**config.mk**
```make
export PLATFORM = sky130hd
export DESIGN_NAME = fixed_capacity_integer_set
export DESIGN_NICKNAME = d
export VERILOG_FILES = /design/src/fcis_pkg.sv /design/src/fcis_ram.sv /design/src/fixed_capacity_integer_set.sv
export SDC_FILE = /design/constraint.sdc
export NUM_CORES = 1
export LEC_CHECK = 0
export BUFFER_PORTS_ARGS = -buffer_cell sky130_fd_sc_hd__buf_2
export CORE_MARGIN = 2
export CORE_UTILIZATION = 45
export CTS_CLUSTER_DIAMETER = 200
export DETAILED_ROUTE_END_ITERATION = 7
export GPL_ROUTABILITY_DRIVEN = 0
export HOLD_SLACK_MARGIN = 0.15
export PLACE_DENSITY_LB_ADDON = 0.08
export SYNTH_ARGS = -nofsm -noshare
export SYNTH_HDL_FRONTEND = slang
export SYNTH_HIERARCHICAL = 1
export SYNTH_SLANG_ARGS = --single-unit
```
**constraint.sdc**
```tcl
create_clock -name clk -period 13.33 [get_ports clk]
set_input_delay 2.666 -clock clk [delete_from_list [all_inputs] [get_ports clk]]
set_output_delay 2.666 -clock clk [all_outputs]
set_load 0.1 [all_outputs]
```
**src/fcis_pkg.sv**
```systemverilog
// fcis_pkg: shared types and codes for the fixed-capacity integer set.
// Request kinds, sequencer states and the value and count widths. No dependencies.
`timescale 1ns / 1ps
`default_nettype none

package fcis_pkg;

    // Request kinds carried on the kind field
    typedef enum logic [1:0] {
        KIND_QUERY  = 2'd0,
        KIND_INSERT = 2'd1,
        KIND_REMOVE = 2'd2,
        KIND_CLEAR  = 2'd3
    } kind_t;

    // Sequencer states, one-hot
    typedef enum logic [5:0] {
        S_IDLE = 6'b000001,
        S_SCAN = 6'b000010,
        S_ACT  = 6'b000100,
        S_MOVE = 6'b001000,
        S_RESP = 6'b010000,
        S_SPARE = 6'b100000
    } state_t;

    localparam int VALUE_W = 32;
    localparam int COUNT_W = 5;

endpackage

`default_nettype wire

```
**src/fcis_ram.sv**
```systemverilog
// fcis_ram: generic simple dual-port RAM, one write and one read port,
// registered read data. No dependencies.
`timescale 1ns / 1ps
`default_nettype none

module fcis_ram #(
    parameter int WIDTH = 32,
    parameter int DEPTH = 16,
    localparam int AW = (DEPTH > 1) ? $clog2(DEPTH) : 1
) (
    input  logic             clk,
    input  logic             we,
    input  logic [AW-1:0]    waddr,
    input  logic [WIDTH-1:0] wdata,
    input  logic [AW-1:0]    raddr,
    output logic [WIDTH-1:0] rdata
);

    logic [WIDTH-1:0] mem [DEPTH];

    // write port
    always_ff @(posedge clk)
    begin
        if (we)
        begin
            mem[waddr] <= wdata;
        end
    end

    // registered read port
    always_ff @(posedge clk)
    begin
        rdata <= mem[raddr];
    end

endmodule

`default_nettype wire

```
**src/fixed_capacity_integer_set.sv**
```systemverilog
// fixed_capacity_integer_set: unordered set of distinct 32-bit values with a
// sequencer that scans the entry RAM through one shared equality comparator.
// Depends on fcis_pkg and fcis_ram.
//
// Usage
// - Request channel in_valid/in_ready carries kind (query, insert, remove,
//   clear) and value. Result channel out_valid/out_ready carries ok and the
//   element count after the request.
// - One request at a time. A request walks the stored entries one per cycle
//   through the single comparator, reading the entry RAM at one address a
//   cycle, and stops at the first match or at the fill count.
// - Clear goes from the request beat straight to the response step; query,
//   insert and remove first scan the stored entries (none when the set is
//   empty, at most CAPACITY), then act, and a successful remove adds a move
//   step before the response. in_ready rises at the same edge that loads
//   the result into the output register.
// - The output register holds a finished result while the receiver stalls;
//   the sequencer waits in its response step until that register is free.
// - Reset empties the set and clears the handshakes. The entry RAM is not
//   cleared: slots at or above the count are never used.
// - count is the fill count masked to 5 bits.
`timescale 1ns / 1ps
`default_nettype none

module fixed_capacity_integer_set #(
    parameter int CAPACITY = 16
) (
    input  logic        clk,
    input  logic        rst_n,
    input  logic        in_valid,
    output logic        in_ready,
    input  logic [1:0]  kind,
    input  logic [31:0] value,
    output logic        out_valid,
    input  logic        out_ready,
    output logic        ok,
    output logic [4:0]  count
);

    localparam int IW = (CAPACITY > 1) ? $clog2(CAPACITY) : 1;
    localparam int CW = $clog2(CAPACITY + 1);

    fcis_pkg::state_t state_reg, state_next;
    fcis_pkg::kind_t  kind_reg, kind_next;
    logic [fcis_pkg::VALUE_W-1:0] value_reg, value_next;
    logic [IW-1:0] idx_reg, idx_next;
    logic [IW-1:0] slot_reg, slot_next;
    logic          found_reg, found_next;
    logic [CW-1:0] fill_reg, fill_next;
    logic          res_ok_reg, res_ok_next;
    logic          out_valid_reg, out_valid_next;
    logic          out_ok_reg, out_ok_next;
    logic [fcis_pkg::COUNT_W-1:0] out_count_reg, out_count_next;

    logic          ram_we;
    logic [IW-1:0] ram_waddr;
    logic [fcis_pkg::VALUE_W-1:0] ram_wdata;
    logic [IW-1:0] ram_raddr;
    logic [fcis_pkg::VALUE_W-1:0] ram_rdata;

    logic          hit;
    logic [CW-1:0] idx_inc;
    logic [CW-1:0] fill_dec;
    logic [CW+fcis_pkg::COUNT_W-1:0] fill_wide;
    logic          out_free;

    fcis_ram #(
        .WIDTH (fcis_pkg::VALUE_W),
        .DEPTH (CAPACITY)
    ) u_entries (
        .clk   (clk),
        .we    (ram_we),
        .waddr (ram_waddr),
        .wdata (ram_wdata),
        .raddr (ram_raddr),
        .rdata (ram_rdata)
    );

    // shared comparator and index arithmetic
    assign hit       = (ram_rdata == value_reg);
    assign idx_inc   = CW'(idx_reg) + CW'(1);
    assign fill_dec  = fill_reg - CW'(1);
    assign fill_wide = {{fcis_pkg::COUNT_W{1'b0}}, fill_reg};
    assign out_free  = !out_valid_reg || out_ready;

    assign in_ready  = (state_reg == fcis_pkg::S_IDLE);
    assign out_valid = out_valid_reg;
    assign ok        = out_ok_reg;
    assign count     = out_count_reg;

    // count after an insert
    function automatic logic [CW-1:0] idx_inc_fill(input logic [CW-1:0] f);
        idx_inc_fill = f + CW'(1);
    endfunction

    // sequencer
    always_comb
    begin
        state_next     = state_reg;
        kind_next      = kind_reg;
        value_next     = value_reg;
        idx_next       = idx_reg;
        slot_next      = slot_reg;
        found_next     = found_reg;
        fill_next      = fill_reg;
        res_ok_next    = res_ok_reg;
        out_valid_next = out_valid_reg;
        out_ok_next    = out_ok_reg;
        out_count_next = out_count_reg;
        ram_we         = 1'b0;
        ram_waddr      = slot_reg;
        ram_wdata      = value_reg;
        ram_raddr      = '0;

        if (out_valid_reg && out_ready)
        begin
            out_valid_next = 1'b0;
        end

        case (state_reg)
            fcis_pkg::S_IDLE:
            begin
                if (in_valid)
                begin
                    kind_next  = fcis_pkg::kind_t'(kind);
                    value_next = value;
                    idx_next   = '0;
                    found_next = 1'b0;
                    if (fcis_pkg::kind_t'(kind) == fcis_pkg::KIND_CLEAR)
                    begin
                        fill_next   = '0;
                        res_ok_next = 1'b1;
                        state_next  = fcis_pkg::S_RESP;
                    end
                    else if (fill_reg == '0)
                    begin
                        state_next = fcis_pkg::S_ACT;
                    end
                    else
                    begin
                        ram_raddr  = '0;
                        state_next = fcis_pkg::S_SCAN;
                    end
                end
            end

            // one entry per cycle; read of the next slot overlaps the compare
            fcis_pkg::S_SCAN:
            begin
                if (hit)
                begin
                    found_next = 1'b1;
                    slot_next  = idx_reg;
                    state_next = fcis_pkg::S_ACT;
                end
                else if (idx_inc < fill_reg)
                begin
                    idx_next   = idx_inc[IW-1:0];
                    ram_raddr  = idx_inc[IW-1:0];
                end
                else
                begin
                    state_next = fcis_pkg::S_ACT;
                end
            end

            fcis_pkg::S_ACT:
            begin
                state_next = fcis_pkg::S_RESP;
                case (kind_reg)
                    fcis_pkg::KIND_QUERY:
                    begin
                        res_ok_next = found_reg;
                    end
                    fcis_pkg::KIND_INSERT:
                    begin
                        if (!found_reg && (fill_reg < CW'(CAPACITY)))
                        begin
                            ram_we      = 1'b1;
                            ram_waddr   = fill_reg[IW-1:0];
                            ram_wdata   = value_reg;
                            fill_next   = idx_inc_fill(fill_reg);
                            res_ok_next = 1'b1;
                        end
                        else
                        begin
                            res_ok_next = 1'b0;
                        end
                    end
                    fcis_pkg::KIND_REMOVE:
                    begin
                        if (found_reg)
                        begin
                            // fetch the last entry to fill the hole
                            ram_raddr  = fill_dec[IW-1:0];
                            state_next = fcis_pkg::S_MOVE;
                        end
                        else
                        begin
                            res_ok_next = 1'b0;
                        end
                    end
                    default:
                    begin
                        res_ok_next = 1'b1;
                    end
                endcase
            end

            fcis_pkg::S_MOVE:
            begin
                ram_we      = 1'b1;
                ram_waddr   = slot_reg;
                ram_wdata   = ram_rdata;
                fill_next   = fill_dec;
                res_ok_next = 1'b1;
                state_next  = fcis_pkg::S_RESP;
            end

            fcis_pkg::S_RESP:
            begin
                if (out_free)
                begin
                    out_valid_next = 1'b1;
                    out_ok_next    = res_ok_reg;
                    out_count_next = fill_wide[fcis_pkg::COUNT_W-1:0];
                    state_next     = fcis_pkg::S_IDLE;
                end
            end

            default:
            begin
                state_next = fcis_pkg::S_IDLE;
            end
        endcase
    end

    // control state
    always_ff @(posedge clk or negedge rst_n)
    begin
        if (!rst_n)
        begin
            state_reg     <= fcis_pkg::S_IDLE;
            fill_reg      <= '0;
            out_valid_reg <= 1'b0;
        end
        else
        begin
            state_reg     <= state_next;
            fill_reg      <= fill_next;
            out_valid_reg <= out_valid_next;
        end
    end

    // payload
    always_ff @(posedge clk)
    begin
        kind_reg      <= kind_next;
        value_reg     <= value_next;
        idx_reg       <= idx_next;
        slot_reg      <= slot_next;
        found_reg     <= found_next;
        res_ok_reg    <= res_ok_next;
        out_ok_reg    <= out_ok_next;
        out_count_reg <= out_count_next;
    end

    // checks
    a_fill_bound: assert property (@(posedge clk) disable iff (!rst_n)
        fill_reg <= CW'(CAPACITY))
        else $error("fill count beyond capacity");

    a_clear_empties: assert property (@(posedge clk) disable iff (!rst_n)
        (in_valid && in_ready && (kind == fcis_pkg::KIND_CLEAR)) |=> (fill_reg == '0))
        else $error("clear did not empty the set");

    a_write_state: assert property (@(posedge clk) disable iff (!rst_n)
        ram_we |-> ((state_reg == fcis_pkg::S_ACT) || (state_reg == fcis_pkg::S_MOVE)))
        else $error("entry write outside insert or move step");

    a_move_shrinks: assert property (@(posedge clk) disable iff (!rst_n)
        (state_reg == fcis_pkg::S_MOVE) |=> (fill_reg == $past(fill_dec)))
        else $error("remove did not shrink the count by one");

    a_result_from_resp: assert property (@(posedge clk) disable iff (!rst_n)
        $rose(out_valid_reg) |-> $past(state_reg == fcis_pkg::S_RESP))
        else $error("result loaded outside response step");

endmodule

`default_nettype wire

```
==> flow_summary.ini <==
[status]
status = completed

[placed_design]
io_buffer_count = 45
hpwl_mm = 26.8
dpl-instance-area_mm2 = 0.0243

[sta]
setup_viol = 0
skew_ns = 0.0226
slew_violations = 0
tns_ns = 0
hold_viol = 0
rsz0062_at_grt = no
clock.fmax_mhz = 183
min_period_ns = 5.46
min_period_over_period_pct = 41.0
relSlewSlack_pct = 25.9
tightest_slew_ns = 1.10

[drt]
ant_nets = 0
via_per_inst = 5.68
drc_errors = 0
routedWlPerCell_um = 27.6
drt_wl_total_mm = 54.8
first_pass_iters = 5
drt_iter0_drc = 938
via_count = 11269

[grt]
grt_antenna_before_repair = 0
grt_usage_pct = 21.2
grt_pass1_vias = 11518
grt_overflow = 0
grt_max_degree = 129
grt_pass1_wl_mm = 80.3

[logic_synthesis]
synth_most_common_cell = edfxtp_1
ys_types = 51
syn_area_per_cell_um2 = 19.8
ys_top_cells_by_count = edfxtp_1 (562), nand2_1 (147), mux4_2 (128)
ys_seq_area_share_pct = 76.9
syn-cell-area_mm2 = 0.0231
syn_nets = 1214
syn_inst = 1169
synthFlopType = edfxtp_1
ys_ff_latch = 605
synth_edf_count = 562
synth_top_cell_by_area = edfxtp_1
ys_top_cells_by_area = edfxtp_1 (73%), mux4_2 (12%), dfxtp_1 (2.8%), nand2_1 (2.4%), a22oi_1 (2.1%)
async_flop_share_pct = 1.82
yosysWarnings = 6
netlist.area_leader.share_pct = 72.9

[die]
design.die.area_mm2 = 0.0532
fp.dieW_um = 231
fp.dieH_um = 231
pin_count = 46
rows = 83
core_area_mm2 = 0.0511
start_util_pct = 45.3

[clocking]
clk_pin_slew_ns = 0.06
cts_hold_buf = 0
clk_latency_ns = 0.63
clock_path_buffers = 3
cts_setup_buffers = 0
numClockSinks = 605
cts_tree = yes
cts_resized = 0
cts_max_level = 2
cts-buffers-inserted = 61
cts_root_buffer = clkbuf_16

[worst_setup_path]
worstPathRequired_ns = 13.83
r2r_cells = 14
path_buf_inv = 3
path_class = register to register
reg2reg_from = idx_reg[0]$_SDFFCE_PN0P_
worst_setup_path_start_kind = register
crit_fanout = 40
crit_chain = ha_1, xnor2_1, inv_1, ha_1, a21oi_1, o21ai_1, a21o_1, or3_4, o22ai_4, buf_4, buf_4, mux4_2, a22oi_1, nand2_1
regToRegEndpoint = u_entries/rdata[23]$_DFF_P_
cpPeakStageDelay_ns = 0.81
cp_slowest_cell = buf_4
path_depth = 14
cp-end-kind = register
reg2reg_slack_ns = 7.87
crit_family = buffers and inverters
critical_path.endpoint = u_entries/rdata[23]$_DFF_P_
critPathArrivalTime_ns = 5.96
cp-startpoint = idx_reg[0]$_SDFFCE_PN0P_

[power]
vdd_drop_max_v = 0.000100
leakage_nw = 8.40
pwr_density_cell_mw_per_mm2 = 171

[layout]
diodes = 0
largest_reg_flops = 512
num-nets-final = 1296
area_growth_pct = 13.7
num-fill-cells = 4131
final_area_mm2 = 0.0263
drive_gt1_share_pct = 24.6

[hold_path]
hp-class = register to register

[run]
max_cap_violations = 0
## cell usage in the layout, fill, tap and decap left out, drive strengths merged, types with 15 or more instances in the layout
cell	Yosys	layout
nor2	23	23
buf	33	73
xor2	33	33
dfxtp	32	32
mux4	128	128
nand2	148	148
inv	15	16
clkinv	0	15
o21ai	18	18
edfxtp	562	562
clkbuf	21	97
a22oi	65	65
## kinds of logic (layout without fill, tap and decap cells)
family | Yosys count | after routing | synth area share, %
AO/OA/AOI/OAI | 102 | 102 | 3.19
XOR/XNOR | 36 | 36 | 1.36
adder cells (fa/ha/maj) | 7 | 7 | 0.379
buffers and inverters | 69 | 204 | 1.40
flip-flops | 605 | 605 | 76.9
multiplexers | 128 | 128 | 12.5
AND/OR/NAND/NOR | 222 | 222 | 4.31
## power breakdown
part	internal, mW	switching (mW)	leakage [nW]
clock network	0.979	0.690	0.963
registers	2.26	0.0691	5.48
logic	0.159	0.349	1.96
total	3.40	1.11	8.40
## per-layer routing
layer  global-route usage (%)  up-vias  wire (um)
met3                     3.04       78       2430
met2                     35.1      287      27100
met4                     5.36        0       1020
met1                     29.9     6011      24200
met5                        0        -          0
li1                         -     4893          -
## through the flow
stage	utilization, %	power [mW]	hold WS (ns)	setup WS (ns)	std cells
2_1_floorplan	-	2.71	0.400	8.71	1169
3_3_place_gp	47.6	2.88	0.431	7.77	1868
3_5_place_dp	47.6	2.88	0.439	7.75	1868
4_1_cts	51.5	4.56	0.454	7.72	1984
5_1_grt	51.5	4.68	0.464	7.35	1984
6_report	51.5	4.50	0.455	7.87	1984
## worst reg2reg max path, stage by stage, from the launching register on
cell      delay [ns]
edfxtp_1        0.50
ha_1            0.27
xnor2_1         0.25
inv_1           0.08
ha_1            0.19
a21oi_1         0.13
o21ai_1         0.08
a21o_1          0.23
or3_4           0.42
o22ai_4         0.63
buf_4           0.73
buf_4           0.86
mux4_2          0.61
a22oi_1         0.27
nand2_1         0.08
## cell type report
type / instances / area, um2 / share of cell area, %
Sequential cell: 605 / 17800 / 67.6
Timing Repair Buffer: 73 / 448 / 1.70
Multi-Input combinational cell: 495 / 5190 / 19.7
Clock buffer: 97 / 1800 / 6.86
Clock inverter: 19 / 164 / 0.623
Inverter: 15 / 56.3 / 0.214
Tap cell: 680 / 851 / 3.23
## how the worst min path moves through the flow
stage                                   startpoint            to  cells past startpoint
after CTS                 res_ok_reg$_SDFFCE_PN1P_  ok$_DFFE_PP_                      0
final                     res_ok_reg$_SDFFCE_PN1P_  ok$_DFFE_PP_                      0
after global placement    res_ok_reg$_SDFFCE_PN1P_  ok$_DFFE_PP_                      0
after detailed placement  res_ok_reg$_SDFFCE_PN1P_  ok$_DFFE_PP_                      0
after floorplan           res_ok_reg$_SDFFCE_PN1P_  ok$_DFFE_PP_                      0
after global routing      res_ok_reg$_SDFFCE_PN1P_  ok$_DFFE_PP_                      0
Power figures use the tool's default switching activity.
